==> src/rrs_pkg.sv <==
`timescale 1ns / 1ps
// Shared constants, register indexes and pipeline types of the rounded-rectangle shadow block.
package rrs_pkg;

   localparam int MAX_DIM     = 4096;
   localparam int MAX_SHADOW  = 256;
   localparam int MAX_OFFSET  = 1024;
   localparam int MAX_OPACITY = 100;

   localparam int PIX_W      = 13;
   localparam int DIM_W      = 13;
   localparam int RAD_W      = 12;
   localparam int SIZE_W     = 9;
   localparam int OFS_W      = 12;
   localparam int OP_W       = 7;
   localparam int ALPHA_W    = 8;
   localparam int CSR_IDX_W  = 3;
   localparam int CSR_DATA_W = 13;

   localparam int SQ_IN_W  = 43;
   localparam int SQ_OUT_W = 22;
   localparam int SQ_STEPS = 22;
   localparam int SQ_R_W   = 45;

   localparam int DV_NUM_W = 25;
   localparam int DV_Q_W   = 17;
   localparam int DV_STEPS = 17;

   localparam int INNER_W = 14;

   localparam int FRONT_LAT  = 6;
   localparam int SMOOTH_LAT = 3;
   localparam int PIPE_LAT   = FRONT_LAT + SQ_STEPS + 1 + DV_STEPS + SMOOTH_LAT;

   typedef enum logic [CSR_IDX_W-1:0] {
      CSR_OWNER_WIDTH  = 3'd0,
      CSR_OWNER_HEIGHT = 3'd1,
      CSR_CORNER       = 3'd2,
      CSR_SHADOW_SIZE  = 3'd3,
      CSR_SHADOW_DX    = 3'd4,
      CSR_SHADOW_DY    = 3'd5,
      CSR_OPACITY      = 3'd6
   } csr_index_type;

   typedef struct packed {
      logic                      zero;
      logic signed [INNER_W-1:0] inner;
   } sq_side_type;

endpackage

==> src/rrs_smooth.sv <==
`timescale 1ns / 1ps
// Smoothstep falloff and rounding of the shadow alpha over three register stages.
module rrs_smooth import rrs_pkg::*; (
   input  logic               clock,
   input  logic               reset,
   input  logic               in_valid,
   input  logic               in_zero,
   input  logic [DV_Q_W-1:0]  in_n,
   input  logic [ALPHA_W-1:0] peak_alpha,
   output logic               out_valid,
   output logic [ALPHA_W-1:0] out_alpha
);

   localparam int TT_W  = 32;
   localparam int KF_W  = DV_Q_W + 1;
   localparam int K_W   = KF_W + ALPHA_W;
   localparam int NUM_W = TT_W + K_W;
   localparam logic [KF_W-1:0]   THREE_ONE = KF_W'(3 * 65536);
   localparam logic [DV_Q_W-1:0] ONE_Q16   = DV_Q_W'(65536);
   localparam logic [NUM_W-1:0]  HALF_LSB  = NUM_W'(1) << 47;

   logic [DV_Q_W-1:0] t;
   logic [KF_W-1:0]   kf;
   logic [TT_W-1:0]   tt_in, tt_ff;
   logic [K_W-1:0]    k_in, k1_ff;
   logic [NUM_W-1:0]  num_in, num_ff, rnd;
   logic [ALPHA_W-1:0] alpha_in, alpha_ff;
   logic v1_ff, v2_ff, v3_ff;
   logic z1_ff, z2_ff, f1_ff, f2_ff, full_in;

   always_comb begin
      t       = ONE_Q16 - in_n;
      full_in = (in_n == '0);
      kf      = THREE_ONE - {t, 1'b0};
      tt_in   = TT_W'(t[15:0]) * TT_W'(t[15:0]);
      k_in    = K_W'(peak_alpha) * K_W'(kf);
      num_in  = NUM_W'(tt_ff) * NUM_W'(k1_ff);
      rnd     = num_ff + HALF_LSB;
      if (z2_ff) begin
         alpha_in = '0;
      end else if (f2_ff) begin
         alpha_in = peak_alpha;
      end else begin
         alpha_in = rnd[55:48];
      end
   end

   always_ff @(posedge clock) begin
      if (reset) begin
         v1_ff <= 1'b0;
         v2_ff <= 1'b0;
         v3_ff <= 1'b0;
      end else begin
         v1_ff <= in_valid;
         v2_ff <= v1_ff;
         v3_ff <= v2_ff;
      end
      tt_ff    <= tt_in;
      k1_ff    <= k_in;
      z1_ff    <= in_zero;
      f1_ff    <= full_in;
      num_ff   <= num_in;
      z2_ff    <= z1_ff;
      f2_ff    <= f1_ff;
      alpha_ff <= alpha_in;
   end

   assign out_valid = v3_ff;
   assign out_alpha = alpha_ff;

endmodule

==> config.mk <==
export PLATFORM = sky130hd
export DESIGN_NAME = rrs_smooth
export DESIGN_NICKNAME = d
export VERILOG_FILES = /design/src/rrs_pkg.sv /design/src/rrs_smooth.sv
export SDC_FILE = /design/constraint.sdc
export NUM_CORES = 2
export LEC_CHECK = 0
export BUFFER_PORTS_ARGS = -buffer_cell sky130_fd_sc_hd__buf_2
export CORE_ASPECT_RATIO = 2
export CORE_MARGIN = 10
export CORE_UTILIZATION = 60
export CTS_CLUSTER_DIAMETER = 100
export DETAILED_ROUTE_END_ITERATION = 6
export MAX_ROUTING_LAYER = met4
export PLACE_DENSITY = 0.75
export SLEW_MARGIN = 0
export SYNTH_ARGS = -nofsm -noshare
export SYNTH_HDL_FRONTEND = slang
export SYNTH_SLANG_ARGS = --single-unit
==> constraint.sdc <==
create_clock -name clock -period 7.8 [get_ports clock]
set_input_delay 1.17 -clock clock [delete_from_list [all_inputs] [get_ports clock]]
set_output_delay 1.17 -clock clock [all_outputs]
set_load 0.1 [all_outputs]
==> reports/qor.txt <==
CTS root buf: clkbuf_16
CP arrival: 7.98 ns
First-pass GRT wire length: 171600 µm
Endpoints failing setup: 0
Synth-to-layout area growth: 10.68%
RSZ-0062 raised after global routing: yes
Syn Nets: 5450
Syn Area/Cell: 9.060 µm²
DP HPWL: 88800 µm
Relative slew margins: 43.51%
Post-DR vias/cell: 5.630
Post-Syn Area: 0.03761 mm²
Cell Count, Final, Fillers Out: 5118
WL final: 107600 µm
Drt pass-1 iters: 7
Max clock buf depth: 2
Final slew viol count: 0
Clk Latency, worst-skew pair: 0.37 ns
Top-count cell post-synth: inv_1
FP Rows: 129
FF+latch area: 0.001625 mm²
Final period utilization: 98.50%
Reg clk slew, reported paths: 0.07 ns
Share of layout cells above drive strength 1: 10.79%
Min setup slack post-route: 0.1168 ns
Multi-input gate area: 0.03180 mm²
Total GRT Usage: 31.42%
Critical Path Start Type: input port
Top FF cell, synth: dfxtp_1
CTS Hold Bufs: 0
Post-synth ARST share: 0%
Actual slew at the worst max-slew pin: 0.8462 ns
Fin crit period: 7.683 ns
Synth Warn #: 0
DRT antenna net count: 0
# clock sinks: 80
FILL cells: 5063
Synth area leaders: fa_1, ha_1, inv_1
R2r setup slk: 0.23 ns
Synth Instances: 4151
Setup Crit Path Kind: in -> reg
Final Util: 67.16%
Critical Path RT: 8.09 ns
Top cells by count, synth: inv_1, fa_1, nand2_1
Status: completed
Cell type with the largest total area after synthesis: fa_1
GPL Wtd Cong: 0.9912
Initial Utilization: 60.68%
Total CTS buffers: 9
DR vias: 28810
Register area share after synthesis: 4.259%
# IOs: 38
Fin. Hold Viols: 0
GRT overflow: 0
Placed Instances: 5083
H-tree Lvls: 3
Synth cell types: 69
Die Y: 374.1 µm
CTS tree: built
Placement Setup Slack: -0.4147 ns
Port bufs: 37
Crit-path max FO: 3
Initial antenna violation count: 2
FMAX: 130.2 MHz
Vias in the first global route: 33030
Largest net degree at the start of global routing: 32
Max-Cap Viols: 0
Post-synth top area share: 48.71%
1st-iter DRT viols: 1577
Clock skew: 0.009677 ns
Layout Nets: 5621
Core ar.: 0.06198 mm²
CP endpoint kind: flip-flop
Number of synthesized flops with an enable pin: 0
Routed len/inst: 21.03 µm
Hold crit path type: reg -> reg
Die W: 197.0 µm
#FFs+latches synth: 80
DR DRC count: 0
Die area: 0.07370 mm²
==> critical path: stages <==
cell      delay (ns)
buf_6           0.09
or4_4           0.57
nor4b_4         0.30
buf_4           0.18
nand3b_1        0.15
buf_4           0.18
buf_6           0.11
xnor2_4         0.19
nor2_4          0.07
buf_4           0.15
fa_1            0.46
fa_1            0.56
fa_1            0.43
fa_1            0.47
fa_1            0.53
inv_2           0.04
fa_1            0.51
inv_2           0.05
ha_4            0.21
a21o_1          0.18
a21oi_2         0.15
buf_4           0.14
nand2_2         0.07
a21oi_4         0.14
a211oi_4        0.09
o311a_1         0.36
o41ai_2         0.27
xnor2_1         0.15
==> routing by layer <==
layer,global-route usage (%),vias to the layer above,share of wire (%)
met4,26.83,0,11
met3,3.885,676,5.2
met5,-,-,0
met1,28.50,14580,30
li1,-,12370,-
met2,56.60,1188,54
==> metrics by stage <==
stage / TNS (ns) / hold WS [ns] / area, µm²
final: 0 / 0.3263 / 41620
after CTS: 0 / 0.3273 / 41210
after floorplan: -0.5613 / 0.3096 / 37810
after global placement: -2.150 / 0.3143 / 40820
after detailed placement: -3.475 / 0.3121 / 40820
after global routing: -0.3733 / 0.3319 / 41610
==> worst paths after layout <==
kind	start	cells after the start	to
worst max-delay path	in_n[3]	28	tt_ff[29]$_DFF_P_
worst min-delay path	z1_ff$_DFF_P_	0	z2_ff$_DFF_P_
worst max register to register	k1_ff[13]$_DFF_P_	25	num_ff[52]$_DFF_P_
worst min register to register	z1_ff$_DFF_P_	0	z2_ff$_DFF_P_
==> sequential cells by signal (all words and copies together) (netlist names) <==
register and count:
v2_ff 1, f2_ff 1, z1_ff 1, num_ff 9
out_alpha 8, tt_ff 31, out_valid 1, z2_ff 1
v1_ff 1, f1_ff 1, k1_ff 25
==> final cells by class <==
type,instances,share of cell area [%]
multi-input cells,2840,76.39
flip-flops and latches,80,3.905
diodes,5,0.03006
repair buffers,331,6.887
inverters,1060,9.565
clock inverters,7,0.3186
well taps,786,2.363
clock buffers,9,0.5411
==> what timing repair did <==
item / in CTS / in global routing
setup endpoints to repair: 7 / 22
pin swaps: 0 / 42
buffers inserted: 0 / 15
resized for setup: 14 / 70
hold endpoints to repair: 0 / 0
==> kinds of logic after synthesis <==
family	Yosys count	share of synthesized area, %
AND/OR/NAND/NOR	1267	16.87
multiplexers	1	0.02662
AO/OA/AOI/OAI	201	3.493
buffers and inverters	1231	12.31
flip-flops	80	4.259
XOR/XNOR	101	2.522
adder cells (fa/ha/maj)	1270	60.52
==> placed cells by master, fill, tap and decap left out, drive strengths merged, types with 12 or more instances in the layout <==
| cell type | instances |
|---|---|
| nor2 | 137 |
| inv | 1064 |
| dfxtp | 80 |
| ha | 355 |
| buf | 331 |
| a21o | 37 |
| xor2 | 25 |
| nor3 | 25 |
| fa | 915 |
| o21a | 12 |
| nand2b | 15 |
| xnor2 | 76 |
| o21ai | 32 |
| nand2 | 506 |
| nand3 | 28 |
| and2 | 500 |
| a21oi | 59 |
Power is not shown: default switching activity piles up to over one toggle a cycle in this logic, so the estimate is an artifact.
