### config.mk
export PLATFORM = sky130hd
export DESIGN_NAME = rrs_isqrt
export DESIGN_NICKNAME = d
export VERILOG_FILES = /design/src/rrs_pkg.sv /design/src/rrs_isqrt.sv
export SDC_FILE = /design/constraint.sdc
export NUM_CORES = 2
export LEC_CHECK = 0
export ABC_AREA = 1
export BUFFER_PORTS_ARGS = -buffer_cell sky130_fd_sc_hd__buf_2
export CORE_MARGIN = 2
export CORE_UTILIZATION = 36
export DETAILED_ROUTE_END_ITERATION = 10
export PLACE_DENSITY = 0.53
export SLEW_MARGIN = 0
export SYNTH_ARGS = -nofsm -noshare
export SYNTH_HDL_FRONTEND = slang
export SYNTH_SLANG_ARGS = --single-unit
export TNS_END_PERCENT = 20
### constraint.sdc
create_clock -name clock -period 2.8 [get_ports clock]
set_input_delay 0.14 -clock clock [delete_from_list [all_inputs] [get_ports clock]]
set_output_delay 0.14 -clock clock [all_outputs]
set_load 0.1 [all_outputs]
### src/rrs_pkg.sv
`timescale 1ns / 1ps
// Shared constants, register indexes and pipeline types of the rounded-rectangle shadow block.
package rrs_pkg;

   localparam int MAX_DIM     = 4096;
   localparam int MAX_SHADOW  = 256;
   localparam int MAX_OFFSET  = 1024;
   localparam int MAX_OPACITY = 100;

   localparam int PIX_W      = 13;
   localparam int DIM_W      = 13;
   localparam int RAD_W      = 12;
   localparam int SIZE_W     = 9;
   localparam int OFS_W      = 12;
   localparam int OP_W       = 7;
   localparam int ALPHA_W    = 8;
   localparam int CSR_IDX_W  = 3;
   localparam int CSR_DATA_W = 13;

   localparam int SQ_IN_W  = 43;
   localparam int SQ_OUT_W = 22;
   localparam int SQ_STEPS = 22;
   localparam int SQ_R_W   = 45;

   localparam int DV_NUM_W = 25;
   localparam int DV_Q_W   = 17;
   localparam int DV_STEPS = 17;

   localparam int INNER_W = 14;

   localparam int FRONT_LAT  = 6;
   localparam int SMOOTH_LAT = 3;
   localparam int PIPE_LAT   = FRONT_LAT + SQ_STEPS + 1 + DV_STEPS + SMOOTH_LAT;

   typedef enum logic [CSR_IDX_W-1:0] {
      CSR_OWNER_WIDTH  = 3'd0,
      CSR_OWNER_HEIGHT = 3'd1,
      CSR_CORNER       = 3'd2,
      CSR_SHADOW_SIZE  = 3'd3,
      CSR_SHADOW_DX    = 3'd4,
      CSR_SHADOW_DY    = 3'd5,
      CSR_OPACITY      = 3'd6
   } csr_index_type;

   typedef struct packed {
      logic                      zero;
      logic signed [INNER_W-1:0] inner;
   } sq_side_type;

endpackage

### src/rrs_isqrt.sv
`timescale 1ns / 1ps
// Pipelined truncated integer square root, one result bit per stage.
module rrs_isqrt import rrs_pkg::*; (
   input  logic                clock,
   input  logic                reset,
   input  logic                in_valid,
   input  logic [SQ_IN_W-1:0]  in_val,
   input  sq_side_type         in_side,
   output logic                out_valid,
   output logic [SQ_OUT_W-1:0] out_root,
   output sq_side_type         out_side
);

   logic [SQ_STEPS-1:0] vld_ff;
   logic [SQ_R_W-1:0]   rem_ff  [SQ_STEPS];
   logic [SQ_R_W-1:0]   root_ff [SQ_STEPS];
   sq_side_type         side_ff [SQ_STEPS];

   for (genvar k = 0; k < SQ_STEPS; k++) begin : g_step
      localparam logic [SQ_R_W-1:0] StepBit = SQ_R_W'(1) << (2 * (SQ_STEPS - 1 - k));
      logic              vld_i;
      logic [SQ_R_W-1:0] rem_i, root_i, trial, rem_in, root_in;
      sq_side_type       side_i;

      if (k == 0) begin : g_first
         assign vld_i  = in_valid;
         assign rem_i  = SQ_R_W'(in_val);
         assign root_i = '0;
         assign side_i = in_side;
      end else begin : g_next
         assign vld_i  = vld_ff[k-1];
         assign rem_i  = rem_ff[k-1];
         assign root_i = root_ff[k-1];
         assign side_i = side_ff[k-1];
      end

      always_comb begin
         trial = root_i + StepBit;
         if (rem_i >= trial) begin
            rem_in  = rem_i - trial;
            root_in = (root_i >> 1) + StepBit;
         end else begin
            rem_in  = rem_i;
            root_in = root_i >> 1;
         end
      end

      always_ff @(posedge clock) begin
         if (reset) begin
            vld_ff[k] <= 1'b0;
         end else begin
            vld_ff[k] <= vld_i;
         end
         rem_ff[k]  <= rem_in;
         root_ff[k] <= root_in;
         side_ff[k] <= side_i;
      end
   end

   assign out_valid = vld_ff[SQ_STEPS-1];
   assign out_root  = root_ff[SQ_STEPS-1][SQ_OUT_W-1:0];
   assign out_side  = side_ff[SQ_STEPS-1];

endmodule

==> flow_summary.json <==
{
  "worst-r2r-setup-slack_ns": 0.21,
  "worst_slew_margin_rel_pct": 47.4,
  "numClockSinks": 1549,
  "tns_ns": 0,
  "grt_max_degree": 51,
  "status": "finished, final reports clean",
  "drt-initial-drc-count": 3418,
  "nNetsFinal": 8545,
  "async_flop_share_pct": 0,
  "worstPathCellList": "inv_1 -> ha_1 -> nand2_1 -> nor2_1 -> nand2_1 -> nor3_1 -> nand3_1 -> nand2_2 -> a21boi_0",
  "cpPeakStageDelay_ns": 0.52,
  "die-area_um2": 173000,
  "htreeDepth": 4,
  "place_hpwl_mm": 141,
  "drive_above_1_share_pct": 6.73,
  "slew_violations": 0,
  "synth_cell_types": 54,
  "die_x_um": 416,
  "postRouteAntennaNets": 0,
  "wl_mm": 174,
  "grt_pass1_wl_mm": 270,
  "worst-path-max-fanout": 21,
  "critPathKind": "reg -> reg",
  "worstHoldEndpoint": "g_step[9].vld_i$_SDFF_PP0_",
  "fmax_ghz": 0.386,
  "preCtsSetupSlack_ns": 0.271,
  "reg2reg_from": "root_ff[0][348]$_DFF_P_",
  "dp_cells": 10100,
  "hp-start": "reset",
  "tightest_slew_ns": 0.782,
  "rr_endpoint": "rem_ff[1][41]$_DFF_P_",
  "rsz0062_at_grt": "false",
  "post_cts_buffers": 0,
  "num_rows": 151,
  "critPathMostFrequentCell": "nand2_1",
  "min_path_type": "in -> reg",
  "synthesis.area_um2": 61100,
  "period_share_pct": 92.4,
  "port_buffers": 98,
  "synth_enable_flop_cells": 0,
  "ys_seq_area_share_pct": 50.7,
  "antenna_found_initial": 7,
  "syn2layout_area_growth_pct": 17.6,
  "vdd_ir_drop_max_mv": 0.616,
  "ys_ff_latch": 1549,
  "netlist_instances": 7808,
  "whs_ns": 0.286,
  "setup_viol": 0,
  "post_dp_cell_area_um2": 64700,
  "io_pins": 99,
  "path_clk_slew_ns": 0.06,
  "arrival_ns": 3.30,
  "grt_overflow": 0,
  "final.min_clock_period_ns": 2.59,
  "skew_ns": 0.0580,
  "hold_depth": 3,
  "drc": 0,
  "coreArea_um2": 169000,
  "dominantRegCellSynth": "dfxtp_1",
  "gr-usage-all-layers_pct": 19.9,
  "cts_buffer_depth": 3,
  "avgSynthCellArea_um2": 7.83,
  "detail_route.vias_per_cell": 4.69,
  "design_area_um2": 71900,
  "cts_tree": "built",
  "startpoint_type": "flip-flop",
  "drt-pass1-iter-count": 6,
  "fin_cells": 10600,
  "hold_viol": 0,
  "num_vias": 49500,
  "p_per_area_nw_per_um2": 1000,
  "die_h_um": 416,
  "cp_slowest_cell": "nor3_1",
  "reg2regPathDepth": 9,
  "numCtsBuffers": 163,
  "yosysWarnings": 0,
  "grt_pass1_vias": 48200,
  "cp-end-kind": "flip-flop",
  "clock_latency_ns": 0.81,
  "setup_slack_ns": 0.211,
  "place_congestion": 0.934,
  "cp.required_ns": 3.51,
  "drv_cap": 0,
  "start_util_pct": 36.1,
  "clock-root-buffer": "clkbuf_16",
  "wl_per_cell_um": 16.5,
  "leakage_uw": 0.0354
}
[Yosys cell counts (all sizes together) (70+ instances only)]
cell / n / area share, %
ha: 271 / 5.5
xnor2: 131 / 1.9
inv: 1166 / 7.2
a21oi: 333 / 2.8
nor2: 825 / 5.1
nand2: 2180 / 13
nor3: 122 / 1.0
dfxtp: 1549 / 51
o21ai: 234 / 2.0
nand4: 136 / 1.4
nand3: 435 / 3.6
nor4: 70 / 0.73
xor2: 126 / 1.8
[placed cells by master, fill, tap and decap left out, drive strengths merged, types with 5 or more instances in the layout]
cell type	instances
clkbuf	212
nand3	435
clkinv	40
o21ai	234
clkinvlp	5
nand2	2180
o211ai	5
xnor2	131
nor4	70
nand4	136
nor2	825
a21o	15
dfxtp	1549
o21a	9
inv	1179
a211oi	9
buf	182
o21bai	19
bufinv	27
nand3b	33
a21oi	333
nor3	122
a21boi	21
and2	9
and3	7
or2	25
xor2	126
dlygate4sd3	119
ha	271
[worst max-delay path by stage]
| stage | start | end | slack [ns] | cells after the start |
|---|---|---|---|---|
| 2_1_floorplan | root_ff[0][302]$_DFF_P_ | rem_ff[0][351]$_DFF_P_ | 0.87 | 12 |
| 3_3_place_gp | root_ff[0][261]$_DFF_P_ | rem_ff[0][312]$_DFF_P_ | 0.26 | 10 |
| 6_report | root_ff[0][348]$_DFF_P_ | rem_ff[1][41]$_DFF_P_ | 0.21 | 9 |
| 5_1_grt | root_ff[0][348]$_DFF_P_ | rem_ff[1][41]$_DFF_P_ | 0.04 | 9 |
| 3_5_place_dp | root_ff[2][53]$_DFF_P_ | rem_ff[2][101]$_DFF_P_ | 0.27 | 13 |
| 4_1_cts | root_ff[2][53]$_DFF_P_ | rem_ff[2][101]$_DFF_P_ | 0.24 | 13 |
[routing by layer]
| layer | share of wire, % | GRT usage, % |
|---|---|---|
| met5 | 0.059 | 0.306 |
| met4 | 3.0 | 6.45 |
| met3 | 6.3 | 3.97 |
| met2 | 45 | 32.3 |
| met1 | 46 | 26.6 |
[report_power, final]
part	switching, uW	total (uW)	internal, uW
logic	12300	18700	6440
registers	3690	29800	26100
clock network	9240	23500	14200
[final cells by class]
class,instances,area [um2]
diodes,1,2.50
clock buffers,212,4590
clock inverters,85,1400
fillers,17100,97200
inverters,1166,4380
multi-input cells,5032,25300
flip-flops and latches,1549,31000
well taps,2218,2780
repair buffers,301,2410
[flip-flops by register name (all words and copies together) (netlist names)]
name	count
out_valid	1
g_step.vld_i	21
rem_ff	944
root_ff	253
side_ff	330
[through the flow]
step                power (uW)  utilization (%)
finish                   72000             42.5
global route             76800             42.5
CTS                      72800             42.5
global placement         48800             38.3
floorplan                42200                -
detailed placement       48800             38.3
[timing repair]
action / 4_1_cts / 5_1_grt
hold endpoints to repair: 80 / 0
endpoints found under the setup margin: 0 / 1
gates resized for setup: 0 / 1
hold buffers: 119 / 0
[cells by family (layout without fill, tap and decap cells)]
group / Yosys count / count (layout) / synth area share [%]
other cells: 1 / 3 / 0.00614
fa+ha+maj: 271 / 271 / 5.55
buf+inv: 1228 / 1764 / 7.83
compound gates: 654 / 654 / 5.87
flops: 1549 / 1549 / 50.7
xor+xnor: 257 / 257 / 3.68
simple gates: 3848 / 3848 / 26.3
[worst max-delay path: cells and delay by family, from the launching register on]
family / cells / cell delay [ns]
simple gates: 6 / 1.54
compound gates: 1 / 0.24
buf+inv: 1 / 0.05
flops: 1 / 0.33
fa+ha+maj: 1 / 0.34
(Power assumes the default switching activity.)
