<file path="src/rrs_pkg.sv">
`timescale 1ns / 1ps
// Shared constants, register indexes and pipeline types of the rounded-rectangle shadow block.
package rrs_pkg;

   localparam int MAX_DIM     = 4096;
   localparam int MAX_SHADOW  = 256;
   localparam int MAX_OFFSET  = 1024;
   localparam int MAX_OPACITY = 100;

   localparam int PIX_W      = 13;
   localparam int DIM_W      = 13;
   localparam int RAD_W      = 12;
   localparam int SIZE_W     = 9;
   localparam int OFS_W      = 12;
   localparam int OP_W       = 7;
   localparam int ALPHA_W    = 8;
   localparam int CSR_IDX_W  = 3;
   localparam int CSR_DATA_W = 13;

   localparam int SQ_IN_W  = 43;
   localparam int SQ_OUT_W = 22;
   localparam int SQ_STEPS = 22;
   localparam int SQ_R_W   = 45;

   localparam int DV_NUM_W = 25;
   localparam int DV_Q_W   = 17;
   localparam int DV_STEPS = 17;

   localparam int INNER_W = 14;

   localparam int FRONT_LAT  = 6;
   localparam int SMOOTH_LAT = 3;
   localparam int PIPE_LAT   = FRONT_LAT + SQ_STEPS + 1 + DV_STEPS + SMOOTH_LAT;

   typedef enum logic [CSR_IDX_W-1:0] {
      CSR_OWNER_WIDTH  = 3'd0,
      CSR_OWNER_HEIGHT = 3'd1,
      CSR_CORNER       = 3'd2,
      CSR_SHADOW_SIZE  = 3'd3,
      CSR_SHADOW_DX    = 3'd4,
      CSR_SHADOW_DY    = 3'd5,
      CSR_OPACITY      = 3'd6
   } csr_index_type;

   typedef struct packed {
      logic                      zero;
      logic signed [INNER_W-1:0] inner;
   } sq_side_type;

endpackage

</file>
<file path="src/rrs_div.sv">
`timescale 1ns / 1ps
// Pipelined restoring divider that normalises the shadow distance, one quotient bit per stage.
module rrs_div import rrs_pkg::*; (
   input  logic                clock,
   input  logic                reset,
   input  logic                in_valid,
   input  logic                in_zero,
   input  logic [DV_NUM_W-1:0] in_num,
   input  logic [SIZE_W-1:0]   divisor,
   output logic                out_valid,
   output logic                out_zero,
   output logic [DV_Q_W-1:0]   out_quot
);

   logic [DV_STEPS-1:0] vld_ff;
   logic [DV_STEPS-1:0] zero_ff;
   logic [DV_NUM_W-1:0] rem_ff [DV_STEPS];
   logic [DV_Q_W-1:0]   quot_ff [DV_STEPS];

   for (genvar k = 0; k < DV_STEPS; k++) begin : g_step
      localparam int Shift = DV_STEPS - 1 - k;
      logic                vld_i, zero_i, ge;
      logic [DV_NUM_W-1:0] rem_i, dsh, rem_in;
      logic [DV_Q_W-1:0]   quot_i, quot_in;

      if (k == 0) begin : g_first
         assign vld_i  = in_valid;
         assign zero_i = in_zero;
         assign rem_i  = in_num;
         assign quot_i = '0;
      end else begin : g_next
         assign vld_i  = vld_ff[k-1];
         assign zero_i = zero_ff[k-1];
         assign rem_i  = rem_ff[k-1];
         assign quot_i = quot_ff[k-1];
      end

      always_comb begin
         dsh     = DV_NUM_W'(divisor) << Shift;
         ge      = rem_i >= dsh;
         rem_in  = ge ? rem_i - dsh : rem_i;
         quot_in = {quot_i[DV_Q_W-2:0], ge};
      end

      always_ff @(posedge clock) begin
         if (reset) begin
            vld_ff[k] <= 1'b0;
         end else begin
            vld_ff[k] <= vld_i;
         end
         zero_ff[k] <= zero_i;
         rem_ff[k]  <= rem_in;
         quot_ff[k] <= quot_in;
      end
   end

   assign out_valid = vld_ff[DV_STEPS-1];
   assign out_zero  = zero_ff[DV_STEPS-1];
   assign out_quot  = quot_ff[DV_STEPS-1];

endmodule

</file>
<file path="config.mk">
export PLATFORM = sky130hd
export DESIGN_NAME = rrs_div
export DESIGN_NICKNAME = d
export VERILOG_FILES = /design/src/rrs_pkg.sv /design/src/rrs_div.sv
export SDC_FILE = /design/constraint.sdc
export NUM_CORES = 1
export LEC_CHECK = 0
export CORE_MARGIN = 2
export CORE_UTILIZATION = 25
export CTS_BUF_LIST = sky130_fd_sc_hd__clkbuf_2 sky130_fd_sc_hd__clkbuf_4 sky130_fd_sc_hd__clkbuf_8
export CTS_CLUSTER_DIAMETER = 50
export DETAILED_ROUTE_END_ITERATION = 16
export DONT_BUFFER_PORTS = 1
export SLEW_MARGIN = 10
export SYNTH_ARGS = -nofsm -noshare
export SYNTH_HDL_FRONTEND = slang
export SYNTH_SLANG_ARGS = --single-unit
</file>
<file path="constraint.sdc">
create_clock -name clock -period 4.6 [get_ports clock]
set_input_delay 1.15 -clock clock [delete_from_list [all_inputs] [get_ports clock]]
set_output_delay 1.15 -clock clock [all_outputs]
set_load 0.03 [all_outputs]
</file>
==> reports/qor_table.md, run 1 <==
| Metric | Reported |
| --- | --- |
| Outcome | completed |
| Maximum number of pins on one net before global-route repair | 25 |
| Count of synthesis-stage warnings from yosys | 0 |
| Highest achievable clock rate | 0.300 GHz |
| Max Cap Violations | 0 |
| TritonCTS clock tree | yes |
| Clock Root Buffer | clkbuf_8 |
| Worst setup path startpoint | divisor[1] |
| Fin nets | 2514 |
| Clock buffer depth | 3 |
| Ports placed on the boundary | 57 |
| Share of the yosys chip area belonging to registers | 51.9% |
| Number of detailed-routing iterations run before antenna repair | 5 |
| Residual antenna-violating net count after detailed routing | 0 |
| Busiest metal layer after global routing | met2 |
| Synthesized instance count | 2200 |
| Std-Cell Core Area | 89900 sq um |
| Overall global routing resource usage | 10.6% |
| Vias in the first global route | 15300 |
| Routed wire length | 49500 um |
| Power Density | 706 nW/um^2 |
| Number of antenna violations at the first check in global routing | 1 |
| Count of cells resized by post-cts repair | 0 |
| Crit share post-route | 72.6% |
| Die width | 305 um |
| Proportion of netlist area held by the largest area contributor | 51.9% |
| Largest area contributor in the synthesized netlist | dfxtp_1 |
| Floorplan die area | 93000 sq um |
| Flip-flop cell with the highest count after synthesis | dfxtp_1 |
| Global routing met1 resource utilization | 13.2% |
| Global-route track usage on met3 | 2.70% |
| Post-Syn Area | 22600 sq um |
| RD Place Congestion | 0.849 |
| Synth unique cells | 67 |
| Total overflow reported by the global router | 0 |
| Total Negative Setup Slacks | 0 ns |
| Worst max-slew margin expressed relative to the limit | 41.1% |
| Transition time at the pin with the least slew margin | 0.879 ns |
| Starting Density | 25.2% |
| I/O Buffers | 0 |
| Worst-Skew Late Latency | 0.76 ns |
| Number of synthesized flops with an enable pin | 0 |
| Share of synthesized registers carrying an async set or reset | 0% |
| IR drop worst, VDD | 0.413 mV |
| Worst min-delay path startpoint | quot_ff[0][228] |
| Clock buffers created by TritonCTS | 102 |
| Post-CTS clock slew at the launch and capture registers of the worst setup and hold paths | 0.05 ns |
| Grt met2 use | 16.9% |
| Net count after synthesis | 2407 |
| Num rows | 110 |
| Share of layout cells above drive strength 1 | 11.6% |
| #FFs+latches synth | 587 |
| Total vias in the final route | 15700 |
| Vias/cell | 4.39 |
| Die height | 305 um |
| Number of DRC violations after detailed-routing iteration 0 | 764 |
| Worst clock skew | 0.0585 ns |
| Ranking of synthesized cells by area | dfxtp_1 (52%), ha_1 (8.5%), xor2_1 (3.6%) |
| Critical path endpoint category | register |
| Final count of pins violating max slew | 0 |
| Arrival time reported for the critical path endpoint | 4.00 ns |
| H-Tree Level Count | 3 |
| Reg-to-reg slack, setup | 1.61 ns |
| Number of setup buffers added after CTS | 0 |
| Startpoint of the most critical register-to-register path | rem_ff[0][303] |
| Unrepaired setup endpoints after global routing | false |
| DRC | 0 |
| Static leakage | 10.8 nW |
| Crit start category | primary input |
| Final count of negative-setup-slack endpoints | 0 |
| Area growth syn-to-layout | 17.3% |
| Peak fanout along the critical path | 14 |
| Worst EP required | 5.26 ns |
| Total Power | 0.0187 W |
| Most used standard cells in the synthesized netlist | dfxtp_1 (587), nor2_1 (170), ha_1 (153), nand2_1 (150), o21ai_0 (131) |
| Total of fill cells in the finished design | 9313 |
| Avg WL per Cell | 13.9 um |
| Class of the tightest hold or removal check | register to register |
| Critical setup path kind | primary input to register |
| Fin. Hold Viols | 0 |
| Final Critical Period | 3.34 ns |
| Wire length of the first global-routing pass | 79000 um |
| Leading cell type by number of instances after synthesis | dfxtp_1 |
| Mean Syn Cell Area | 10.3 sq um |
| Sinks on the clock net | 587 |
| HPWL reported at the end of detailed placement | 36300 um |
| Hold buffer count at CTS | 0 |
critical path, cell delays in order:
cell	delay (ns)
inv_1	0.54
fa_1	0.38
a211oi_1	0.12
o211ai_1	0.28
nand3_1	0.21
o31ai_1	0.37
or2_1	0.43
buf_4	0.24
nor2_1	0.05
a21oi_1	0.19
registers in the layout (all words and copies together), names as in the netlist:
signal,flops
rem_ff,400
quot_ff,153
g_step.vld_i,16
out_valid,1
g_step.zero_i,16
out_zero,1
where the power goes:
part,switching (W),leakage [nW],internal [W]
Clock,0.00225,1.21,0.00299
Sequential,0.00107,4.91,0.00662
Combinational,0.00309,4.64,0.00273
Total,0.00641,10.8,0.0123
layout make-up:
type | count | area [sq um] | share of cell area (%)
timing repair buffer | 31 | 233 | 0.876
sequential | 587 | 11800 | 44.2
inverter | 73 | 274 | 1.03
antenna | 2 | 5.00 | 0.0188
multi-input combinational | 1512 | 10500 | 39.6
clock inverter | 41 | 520 | 1.96
clock buffer | 141 | 1800 | 6.77
tap | 1176 | 1470 | 5.54
logic make-up (layout without fill, tap and decap cells):
kind of cell	Yosys count	in the layout	share of synthesized area, %
other cells	0	2	0
fa+ha+maj	169	169	9.87
flops	587	587	51.9
simple gates	686	686	15.7
compound gates	431	431	11.7
mux	42	42	2.06
xor+xnor	184	184	7.12
buf+inv	101	286	1.74
layer usage:
layer,wire length [um],vias to the layer above
met4,1930,0
met5,0,-
met3,2720,127
met1,22700,7172
met2,22200,330
li1,-,8029
worst paths after layout:
check / to / cells past startpoint
worst max-delay path: rem_ff[0][379] / 10
worst min-delay path: quot_ff[0][246] / 0
worst max register to register: rem_ff[0][345] / 10
worst min register to register: quot_ff[0][246] / 0
cells in the final DEF, fill, tap and decap left out, types with 36 or more instances in the layout:
master,netlist,layout
nand2b_1,41,41
inv_1,73,73
ha_1,153,153
clkbuf_8,0,118
nor4_1,52,52
nor2b_1,45,45
nand2_1,150,150
nor3_1,63,62
nor2_1,170,170
dfxtp_1,587,587
xnor2_1,90,90
xor2_1,94,94
mux2_2,36,36
o21ai_0,131,131
a21oi_1,130,130
per-stage QoR:
step	cell area [sq um]	setup WS [ns]	utilization (%)	std cells	hold slack, ns
2_1_floorplan	22600	0.922	-	2200	0.310
6_report	26600	1.26	29.5	3563	0.310
5_1_grt	26600	1.06	29.5	3561	0.320
4_1_cts	26600	1.37	29.5	3561	0.307
3_5_place_dp	24200	0.577	27.0	3379	0.312
3_3_place_gp	24200	0.510	27.0	3379	0.309
(Power assumes the default switching activity.)
==> run 2: changes to the inputs <==
==> constraint.sdc (replaced) <==
create_clock -name clock -period 3 [get_ports clock]
set_input_delay 0.75 -clock clock [delete_from_list [all_inputs] [get_ports clock]]
set_output_delay 0.75 -clock clock [all_outputs]
set_load 0.03 [all_outputs]
==> run 2 against run 1 <==
Global-route usage up 0.65 points. Via count up 4.8%. Critical path depth unchanged. Non-clock buffer count is 208 higher. Critical endpoint is now rem_ff[0][195]. Largest cell class unchanged.
==> reports/qor_table.md, run 2 (synthesis results as in run 1) <==
| Metric | Reported |
| --- | --- |
| Worst min-delay path startpoint | reset |
| Critical path buffers and inverters | 2 |
| Worst-Skew Late Latency | 0.73 ns |
| RD Place Congestion | 0.846 |
| Clock Root Buffer | clkbuf_8 |
| Cell with the largest stage delay on the worst path | or4b_2 |
| HPWL reported at the end of detailed placement | 38800 um |
| Final count of negative-setup-slack endpoints | 0 |
| Most common library cell in the layout ignoring fill and taps | dfxtp_1 |
| Outcome | completed |
| Residual antenna-violating net count after detailed routing | 0 |
| Reg-to-reg slack, setup | 0.28 ns |
| Critical setup path kind | register to register |
| Total vias in the final route | 16400 |
| Floorplan die area | 93000 sq um |
| Maximum number of pins on one net before global-route repair | 21 |
| Wire length of the first global-routing pass | 84100 um |
| H-Tree Level Count | 3 |
| Starting Density | 25.2% |
| Comb pwr share | 33.8% |
| Startpoint of the most critical register-to-register path | rem_ff[0][159] |
| Number of setup buffers added after CTS | 0 |
| Ports placed on the boundary | 57 |
| Crit start category | register |
| Peak fanout along the critical path | 4 |
| Worst path setup slack after routing | 0.284 ns |
| Number of detailed-routing iterations run before antenna repair | 4 |
| Number of flip-flops under the largest register name | 400 |
| Register with the most flip-flops | rem_ff |
| Power share of the clock group | 27.3% |
| Largest registers | rem_ff x400, quot_ff x153 |
| Critical path's largest stage delay | 0.60 ns |
| Switching power | 0.0101 W |
| Minimum setup slack after placement | -0.314 ns |
| Endpoint of the worst-slack reg-to-reg timing path | rem_ff[0][195] |
| Total Power | 0.0305 W |
| Worst min-delay path endpoint | g_step[16].vld_i |
| Total of fill cells in the finished design | 9159 |
| Number of DRC violations after detailed-routing iteration 0 | 866 |
| Commonest cells after routing, fill and taps aside | dfxtp_1 (587), buf_4 (213), nor2_1 (168), ha_1 (151), nand2_1 (150) |
| Final count of pins violating max slew | 0 |
| Total overflow reported by the global router | 0 |
| Share of layout cells above drive strength 1 | 18.9% |
| Worst clock skew | 0.0597 ns |
| Cell count of the worst reg-to-reg path | 10 |
| Overall global routing resource usage | 11.2% |
| Unrepaired setup endpoints after global routing | false |
| Routed wire length | 52000 um |
| Sinks on the clock net | 587 |
| Post-CTS clock slew at the launch and capture registers of the worst setup and hold paths | 0.06 ns |
| Die height | 305 um |
| Internal power | 0.0204 W |
| Std-Cell Core Area | 89900 sq um |
| Vias in the first global route | 16400 |
| TritonCTS clock tree | yes |
| Static leakage | 11.8 nW |
| Fin. Hold Viols | 0 |
| Area growth syn-to-layout | 25.7% |
| Portion of total power attributed to sequential cells | 38.9% |
| Power Density | 1070 nW/um^2 |
| Number of antenna violations at the first check in global routing | 2 |
| Die width | 305 um |
| Final standard cell utilization of the core | 31.7% |
| Transition time at the pin with the least slew margin | 0.622 ns |
| Vias/cell | 4.34 |
| Hold Path Cell Cnt | 1 |
| Arrival time reported for the critical path endpoint | 3.33 ns |
| Fin nets | 2724 |
| Worst EP required | 3.62 ns |
| Critical path, cell by cell | inv_1 > ha_1 > or4b_2 > or3_1 > o211ai_1 > nor2_1 > nor3_1 > buf_4 > nand2_1 > xnor2_1 |
| Crit share post-route | 90.5% |
| Proportion of total power due to net switching | 33.1% |
| Clock buffers created by TritonCTS | 104 |
| IR drop worst, VDD | 0.366 mV |
| Highest achievable clock rate | 0.368 GHz |
| Final Critical Period | 2.72 ns |
| Max Cap Violations | 0 |
| Critical path endpoint category | register |
| Avg WL per Cell | 13.8 um |
| I/O Buffers | 0 |
| Clock buffer depth | 3 |
| CP top delay family | simple AND/OR/NAND/NOR gates |
| DRC | 0 |
| Worst max-slew margin expressed relative to the limit | 58.2% |
| Num rows | 110 |
| Class of the tightest hold or removal check | primary input to register |
| Total Negative Setup Slacks | 0 ns |
run 2: cell type report:
cell class / instances / area (sq um) / area share, %
tap: 1176 / 1470 / 5.17
multi-input combinational: 1512 / 10600 / 37.2
clock inverter: 32 / 432 / 1.52
sequential: 587 / 11800 / 41.3
antenna: 1 / 2.50 / 0.00879
inverter: 73 / 293 / 1.03
clock buffer: 157 / 1990 / 6.98
timing repair buffer: 239 / 1950 / 6.85
run 2: repair_timing:
item                                   4_1_cts  5_1_grt
hold buffers                                17        0
gates resized for setup                      0        0
endpoints found under the hold margin       17        0
run 2: routing by layer:
layer,GRT usage [%],routed length [um],vias to the layer above
met5,0,0,-
li1,-,-,8472
met4,4.57,1440,0
met1,14.2,24400,7535
met2,18.0,23300,301
met3,2.98,2750,99
run 2: how the worst max path moves through the flow:
stage                         startpoint  cells past startpoint              to
after global placement        divisor[2]                      9   rem_ff[0][22]
after global routing      rem_ff[0][159]                     10  rem_ff[0][195]
final                     rem_ff[0][159]                     10  rem_ff[0][195]
after CTS                 rem_ff[0][159]                     10  rem_ff[0][195]
after detailed placement      divisor[2]                      9   rem_ff[0][22]
after floorplan               divisor[1]                      9  rem_ff[0][348]
run 2: power groups by stage:
stage	Sequential (W)	Combinational (W)	Clock, W
finish	0.0118	0.0103	0.00832
global route	0.0121	0.0116	0.00904
CTS	0.0119	0.0103	0.00866
detailed placement	0.0120	0.0102	0
global placement	0.0120	0.0101	0
floorplan	0.0113	0.00730	0
run 2: stage by stage:
step | hold WS, ns | cell area [sq um] | std cells
floorplan | 0.310 | 22700 | 2200
global placement | 0.310 | 25900 | 3570
detailed placement | 0.312 | 25900 | 3570
CTS | 0.00711 | 28500 | 3776
global route | 0.0322 | 28500 | 3777
finish | 0.111 | 28500 | 3777
run 2: worst reg2reg max path, cell delays in order (launching register included):
cell,delay (ns)
dfxtp_1,0.33
inv_1,0.06
ha_1,0.28
or4b_2,0.60
or3_1,0.41
o211ai_1,0.27
nor2_1,0.09
nor3_1,0.14
buf_4,0.16
nand2_1,0.06
xnor2_1,0.21
==> run 3: changes to the inputs <==
--- a/config.mk
+++ b/config.mk
@@ -5,6 +5,7 @@
 export SDC_FILE = /design/constraint.sdc
 export NUM_CORES = 1
 export LEC_CHECK = 0
+export CORE_ASPECT_RATIO = 0.9
 export CORE_MARGIN = 2
 export CORE_UTILIZATION = 25
 export CTS_BUF_LIST = sky130_fd_sc_hd__clkbuf_2 sky130_fd_sc_hd__clkbuf_4 sky130_fd_sc_hd__clkbuf_8
==> constraint.sdc (replaced) <==
create_clock -name clock -period 3.4 [get_ports clock]
set_input_delay 0.85 -clock clock [delete_from_list [all_inputs] [get_ports clock]]
set_output_delay 0.85 -clock clock [all_outputs]
set_load 0.03 [all_outputs]
==> run 3 against run 2 <==
Hold slack got worse by 0.016 ns. Highest routed layer unchanged. Critical endpoint is now rem_ff[0][320]. Non-clock buffer count is 152 lower. Largest cell class unchanged. Final cell count is 4.3% lower.
==> reports/qor_table.md, run 3 (synthesis results as in run 1) <==
| Metric | Reported |
| --- | --- |
| Unrepaired setup endpoints after global routing | false |
| Comb pwr share | 31.8% |
| Final count of pins violating max slew | 0 |
| Final standard cell utilization of the core | 30.3% |
| Crit share post-route | 79.6% |
| Num rows | 104 |
| Startpoint of the most critical register-to-register path | rem_ff[0][282] |
| Critical setup path kind | register to register |
| Clock buffers created by TritonCTS | 100 |
| Register with the most flip-flops | rem_ff |
| Final count of negative-setup-slack endpoints | 0 |
| I/O Buffers | 0 |
| Worst EP required | 4.04 ns |
| Wire length of the first global-routing pass | 81600 um |
| Number of detailed-routing iterations run before antenna repair | 5 |
| Area growth syn-to-layout | 19.8% |
| Post-CTS clock slew at the launch and capture registers of the worst setup and hold paths | 0.07 ns |
| Final Critical Period | 2.71 ns |
| Highest achievable clock rate | 0.369 GHz |
| Static leakage | 11.1 nW |
| Peak fanout along the critical path | 4 |
| Hold buffer count at CTS | 0 |
| DRC | 0 |
| Worst setup path startpoint | rem_ff[0][282] |
| Overall global routing resource usage | 10.9% |
| Number of DRC violations after detailed-routing iteration 0 | 930 |
| RD Place Congestion | 0.824 |
| Starting Density | 25.3% |
| Sinks on the clock net | 587 |
| Std-Cell Core Area | 89700 sq um |
| Class of the tightest hold or removal check | primary input to register |
| Total Power | 0.0259 W |
| Fin. Hold Viols | 0 |
| Max Cap Violations | 0 |
| Fin nets | 2568 |
| Number of flip-flops under the largest register name | 400 |
| H-Tree Level Count | 3 |
| Die height | 290 um |
| Arrival time reported for the critical path endpoint | 3.34 ns |
| Total of fill cells in the finished design | 9219 |
| Residual antenna-violating net count after detailed routing | 0 |
| Number of antenna violations at the first check in global routing | 0 |
| Power Density | 953 nW/um^2 |
| Critical path endpoint category | register |
| Floorplan die area | 93000 sq um |
| Crit start category | register |
| Total overflow reported by the global router | 0 |
| Routed wire length | 50500 um |
| Total vias in the final route | 15900 |
| HPWL reported at the end of detailed placement | 36900 um |
| Maximum number of pins on one net before global-route repair | 21 |
| Vias/cell | 4.40 |
| Clock Root Buffer | clkbuf_8 |
| Count of cells resized by post-cts repair | 0 |
| Outcome | completed |
| Power share of the clock group | 27.9% |
| Worst-Skew Late Latency | 0.78 ns |
| Count of inserted antenna diode cells | 0 |
| Worst clock skew | 0.0737 ns |
| Worst max-slew margin expressed relative to the limit | 47.5% |
| Portion of total power attributed to sequential cells | 40.3% |
| Die width | 321 um |
| Hold slack final | 0.0947 ns |
| Commonest cells after routing, fill and taps aside | dfxtp_1 (587), nor2_1 (170), ha_1 (153), nand2_1 (150), o21ai_0 (131) |
| Vias in the first global route | 15600 |
| Ports placed on the boundary | 57 |
| Most common library cell in the layout ignoring fill and taps | dfxtp_1 |
| Number of setup buffers added after CTS | 0 |
| Internal power | 0.0170 W |
| Share of layout cells above drive strength 1 | 13.8% |
| Worst min-delay path startpoint | in_num[8] |
| Avg WL per Cell | 14.0 um |
| Hold Path Cell Cnt | 0 |
| Proportion of total power due to net switching | 34.3% |
| Switching power | 0.00886 W |
| IR drop worst, VDD | 0.593 mV |
| TritonCTS clock tree | yes |
| Transition time at the pin with the least slew margin | 0.780 ns |
| Largest registers | rem_ff x400, quot_ff x153 |
| Clock buffer depth | 3 |
| Cell count of the worst reg-to-reg path | 10 |
[run 3: cell count changes in the layout (fill, tap and decap cells not counted), moves of 4 or more]
cell and delta:
buf_4 -134, clkbuf_4 -6, clkbuf_8 -5, clkinv_16 +4
clkinv_2 +6, dlygate4sd3_1 -17, inv_1 +5
[run 3: power groups by stage]
stage / registers [W] / logic (W) / clock network (W)
floorplan: 0.00999 / 0.00640 / 0
global placement: 0.0106 / 0.00810 / 0
detailed placement: 0.0106 / 0.00816 / 0
CTS: 0.0104 / 0.00822 / 0.00753
global route: 0.0107 / 0.00928 / 0.00783
finish: 0.0104 / 0.00822 / 0.00723
[run 3: metrics by stage]
step / setup slack [ns] / instances / cell area (sq um) / setup TNS (ns)
after detailed placement: -0.0158 / 3425 / 24700 / -0.0158
after CTS: 0.716 / 3613 / 27100 / 0
after global routing: 0.442 / 3613 / 27100 / 0
after floorplan: 0.0224 / 2200 / 22600 / 0
final: 0.692 / 3613 / 27100 / 0
after global placement: -0.0214 / 3425 / 24700 / -0.0254
[run 3: path summary, 6_finish.rpt]
check | endpoint | slack, ns
worst max-delay path | rem_ff[0][320] | 0.69
worst min-delay path | rem_ff[0][8] | 0.09
worst max register to register | rem_ff[0][320] | 0.69
worst min register to register | quot_ff[0][86] | 0.29
[run 3: cell type report]
class | count | area [sq um] | area share [%]
Multi-Input combinational cell | 1512 | 10500 | 38.7
Sequential cell | 587 | 11800 | 43.3
Clock inverter | 42 | 531 | 1.95
Clock buffer | 146 | 1870 | 6.90
Timing Repair Buffer | 87 | 753 | 2.78
Inverter | 73 | 274 | 1.01
Tap cell | 1166 | 1460 | 5.38
[run 3: layer usage]
metal / vias to the layer above / part of all wire [%] / global-route usage (%)
met5: - / 0 / 0
met4: 0 / 3.6 / 4.93
met3: 125 / 5.4 / 2.63
met2: 346 / 42 / 16.4
met1: 7277 / 49 / 14.9
li1: 8151 / - / -
[run 3: critical path, cell delays in order (launching register included)]
cell and delay, ns:
dfxtp_1 0.32, ha_1 0.30, or4b_2 0.63, nor4_1 0.33
buf_4 0.18, a21oi_1 0.09, nand2_1 0.10, o211ai_1 0.17
buf_4 0.19, nor2_1 0.10, xor2_1 0.17
